===== src/rtl/ics_pkg.sv =====
`timescale 1ns / 1ps

package ics_pkg;

    // Configuration port
    localparam int CFG_W     = 9;
    localparam int CFG_IDX_W = 1;

    typedef enum logic [CFG_IDX_W-1:0] {
        CFG_SAMPLE_WIDTH  = 1'b0,
        CFG_SAMPLE_HEIGHT = 1'b1
    } cfg_index_t;

    localparam logic [CFG_W-1:0] CFG_SIDE_RESET = 9'd256;

    // Pixel and result geometry
    localparam int PIX_W    = 8;
    localparam int IN_W     = 3 * PIX_W;
    localparam int COUNT_W  = 17;
    localparam int UNIQUE_W = 13;
    localparam int GSUM_W   = 25;
    localparam int OUT_W    = 176;
    localparam int PAD_W    = OUT_W - (8 * COUNT_W + UNIQUE_W + GSUM_W + 1);

    // Luma weights, sum fits 16 bits
    localparam int LSUM_W = 16;
    localparam logic [LSUM_W-1:0] LUMA_R = 16'd77;
    localparam logic [LSUM_W-1:0] LUMA_G = 16'd150;
    localparam logic [LSUM_W-1:0] LUMA_B = 16'd29;

    localparam logic [PIX_W-1:0] INK_LIMIT    = 8'd200;
    localparam logic [PIX_W-1:0] WHITE_LIMIT  = 8'd245;
    localparam logic [PIX_W-1:0] BLACK_LIMIT  = 8'd10;
    localparam logic [PIX_W-1:0] CHROMA_LIMIT = 8'd16;

    // Colour map: RGB444 key, one epoch tag per entry
    localparam int KEY_W     = 12;
    localparam int MAP_DEPTH = 4096;
    localparam int EPOCH_W   = 8;
    localparam logic [EPOCH_W-1:0] EPOCH_FIRST = 8'd1;
    localparam logic [EPOCH_W-1:0] EPOCH_LAST  = 8'hFF;

    // v / 20 as (v * DIV20_MULT) >> DIV20_SHIFT, exact for v below 2**18
    localparam int DIV20_MULT_W = 16;
    localparam logic [DIV20_MULT_W-1:0] DIV20_MULT = 16'd52429;
    localparam int DIV20_SHIFT = 20;

    localparam int RATIO_W = 6;
    localparam logic [RATIO_W-1:0] CHROMA_RATIO = 6'd50;

    typedef struct packed {
        logic [PIX_W-1:0] luma;
        logic             chroma;
        logic [KEY_W-1:0] key;
    } pixel_class_t;

    // Last field in the lowest bits
    typedef struct packed {
        logic [PAD_W-1:0]    pad;
        logic                is_color;
        logic [COUNT_W-1:0]  gradient_count;
        logic [GSUM_W-1:0]   gradient_sum;
        logic [COUNT_W-1:0]  border_white_count;
        logic [COUNT_W-1:0]  border_count;
        logic [UNIQUE_W-1:0] unique_colors;
        logic [COUNT_W-1:0]  chroma_count;
        logic [COUNT_W-1:0]  black_count;
        logic [COUNT_W-1:0]  white_count;
        logic [COUNT_W-1:0]  ink_count;
        logic [COUNT_W-1:0]  pixel_count;
    } result_t;

    function automatic logic [PIX_W-1:0] abs_diff8(input logic [PIX_W-1:0] a,
                                                    input logic [PIX_W-1:0] b);
        return (a > b) ? (a - b) : (b - a);
    endfunction

endpackage


===== src/rtl/ics_pixel_classify.sv =====
`timescale 1ns / 1ps

module ics_pixel_classify (
    input  logic [ics_pkg::IN_W-1:0] pixel,  // red, green, blue
    output ics_pkg::pixel_class_t    cls
);
    import ics_pkg::*;

    logic [PIX_W-1:0]  red;
    logic [PIX_W-1:0]  green;
    logic [PIX_W-1:0]  blue;
    logic [LSUM_W-1:0] luma_sum;

    assign red   = pixel[PIX_W-1:0];
    assign green = pixel[2*PIX_W-1:PIX_W];
    assign blue  = pixel[3*PIX_W-1:2*PIX_W];

    assign luma_sum = LSUM_W'({8'b0, red} * LUMA_R)
                    + LSUM_W'({8'b0, green} * LUMA_G)
                    + LSUM_W'({8'b0, blue} * LUMA_B);

    always_comb begin
        cls.luma   = luma_sum[LSUM_W-1:LSUM_W-PIX_W];
        // The largest pairwise difference exceeds the limit when any one does.
        cls.chroma = (abs_diff8(red, green) > CHROMA_LIMIT)
                  || (abs_diff8(red, blue) > CHROMA_LIMIT)
                  || (abs_diff8(green, blue) > CHROMA_LIMIT);
        cls.key    = {red[7:4], green[7:4], blue[7:4]};
    end

endmodule


===== config.mk =====
export PLATFORM = sky130hd
export DESIGN_NAME = ics_pixel_classify
export DESIGN_NICKNAME = d
export VERILOG_FILES = /design/src/rtl/ics_pkg.sv /design/src/rtl/ics_pixel_classify.sv
export SDC_FILE = /design/constraint.sdc
export NUM_CORES = 1
export LEC_CHECK = 0
export BUFFER_PORTS_ARGS = -buffer_cell sky130_fd_sc_hd__buf_2
export CORE_MARGIN = 2
export CORE_UTILIZATION = 40
export DETAILED_ROUTE_END_ITERATION = 6
export MAX_ROUTING_LAYER = met4
export PLACE_DENSITY_LB_ADDON = 0.08
export SYNTH_ARGS = -nofsm -noshare
export SYNTH_HDL_FRONTEND = slang
export SYNTH_SLANG_ARGS = --single-unit

===== constraint.sdc =====
create_clock -name vclk -period 8.97
set_input_delay 0.4485 -clock vclk [all_inputs]
set_output_delay 0.4485 -clock vclk [all_outputs]
set_load 0.05 [all_outputs]

==> impl_metrics.toml <==
[critical_path]
path_delay_family = "adder cells"
crit_path_start = "pixel[12]"
cp_num_buf_inv = 6
crit_top_cell = "fa_1"
startpoint_type = "input pin"
crit_required_ns = 8.52
cp.arrival_ns = 6.88
cp-end-kind = "output port"
crit_chain = "buf_2, ha_1, ha_1, inv_1, fa_1, fa_1, inv_1, ha_1, xnor2_1, fa_1, fa_1, inv_1, fa_1, fa_1, inv_1, ha_1, nor3_1, nor2_1, o41a_1, a211oi_1, a21oi_1, xnor2_1, buf_2"
path_max_fanout = 8
crit_type = "in2out"
cp_slowest_cell = "fa_1"
max_stage_delay_ns = 0.54

[synthesis]
synth_mux_area_frac = 0.0224
synth_simple_gate_area_frac = 0.131
ys_types = 55
yosys.area_share.adder = 0.537
postSynthNetCount = 842
synth.yosys.seq_area_share = 0
syn_inst = 627
synth_compound_area_frac = 0.149
avgSynthCellArea_um2 = 8.46
netlist_area_um2 = 5300
ys_warn_count = 0
synth_xor_xnor_area_share = 0.0512
synth_top_family_by_area = "adder cells"

[sta]
rsz0062_at_grt = "no"
min_period_over_period = 0.817
finalWorstPathRequiredPeriod_ns = 7.33
max_slew_margin = 0.610
finalHoldViolCount = 0
setup_tns_ns = 0
finalSetupViolCount = 0
tightest_slew_ns = 0.582
fmax_mhz = 136
slew_violations = 0

[clocking]
post_cts_buffers = 0
post_cts_resized = 0
holdBufCountCts = 0

[placed_design]
gp_congestion = 0.857
io_buffer_count = 45
dp_hpwl_um = 11700

[min_path]
hold_class = "in2out"
min_to = "cls[7]"
hold_start = "pixel[15]"
whs_path_depth = 2

[die]
die_area_um2 = 14200
io_pins = 45
die_w_um = 119
rows = 42
core_um2 = 13100
die_h_um = 119
start_util = 0.405

[grt]
antenna_found_initial = 0
grt_pass1_vias = 4549
grt_pass1_wl_um = 22600
grt_remaining_overflow = 0
gr-usage-all-layers = 0.202
grt_start_max_net_pins = 15

[routing]
vias = 4339
wl_per_cell_um = 16.3
drt_first_pass_iters = 4
drt-initial-drc-count = 190
wirelength_um = 13400
drc = 0
via_per_inst = 5.25
postRouteAntennaNets = 0

[layout]
syn_to_final_growth_pct = 5.64
regArea_um2 = 0
seq_cells = 0
final_common_cell = "ha_1"
drive_gt1_frac = 0.100
clockBufferCount = 0
nNetsFinal = 867
diodes = 0
layout_common_cells = "130 x ha_1, 116 x inv_1, 61 x fa_1"

[outcome]
status = "finished, final reports clean"

[job]
drv_cap = 0
[per-layer routing]
layer / part of all wire / routed length [µm] / global-route usage / vias to the layer above
li1: - / - / - / 2147
met2: 0.50 / 6690 / 0.358 / 89
met4: 0.019 / 258 / 0.0283 / 0
met5: 0 / 0 / - / -
met3: 0.025 / 341 / 0.00862 / 15
met1: 0.46 / 6140 / 0.264 / 2088
[how the worst max path moves through the flow]
stage	slack, ns	depth (start not counted)	to
6_report	1.64	23	cls[20]
5_1_grt	1.30	23	cls[20]
4_1_cts	1.59	23	cls[20]
3_5_place_dp	1.64	23	cls[20]
3_3_place_gp	1.71	23	cls[20]
2_1_floorplan	1.87	21	cls[20]
[cell type report]
type	count	area (µm²)
multi-input combinational	489	4720
inverter	116	435
fill	1348	7480
tap	176	220
timing repair buffer	45	225
[synthesized netlist by cell type, types with 3 or more instances]
master / count / area, µm²
clkbuf_1: 7 / 26.3
fa_1: 61 / 1220
or3_1: 4 / 25.0
nand3_1: 6 / 30.0
xnor2_1: 16 / 140
inv_1: 116 / 435
a211oi_1: 6 / 45.0
a21oi_1: 34 / 170
mux2_2: 3 / 33.8
or2_2: 7 / 43.8
o21ai_0: 24 / 120
ha_1: 130 / 1630
nand4_1: 8 / 50.1
o21a_1: 7 / 52.6
o31ai_1: 4 / 30.0
nand2b_1: 6 / 37.5
o211ai_1: 6 / 45.0
nand2_1: 25 / 93.8
a31oi_1: 5 / 31.3
nor2_1: 35 / 131
a21o_1: 5 / 37.5
buf_4: 13 / 97.6
a21boi_0: 3 / 22.5
xor2_1: 15 / 131
mux2i_1: 7 / 70.1
a221oi_1: 3 / 26.3
nor2b_1: 17 / 106
a211o_1: 3 / 26.3
nor3_1: 12 / 60.1
a21o_2: 4 / 35.0
nand3b_1: 3 / 22.5
[stage by stage]
stage | setup WS [ns] | std cells | hold WS [ns] | instance area (µm²) | util
3_5_place_dp | 1.64 | 826 | 1.27 | 5600 | 0.428
5_1_grt | 1.30 | 826 | 1.28 | 5600 | 0.428
6_report | 1.64 | 826 | 1.27 | 5600 | 0.428
3_3_place_gp | 1.71 | 826 | 1.27 | 5600 | 0.428
2_1_floorplan | 1.87 | 627 | 1.06 | 5300 | -
4_1_cts | 1.59 | 826 | 1.27 | 5600 | 0.428
[cells by family (layout without fill, tap and decap cells)]
group	count (synthesis)	count (layout)
adders and majority gates	191	191
buffers and inverters	138	161
and+or+nand+nor	135	135
AOI/OAI and AO/OA	121	121
xor gates and xnor gates	31	31
muxes	11	11
Power is left out: the tool's default activity adds up to more than one toggle a clock period on the data nets, which glitch-free logic cannot reach.
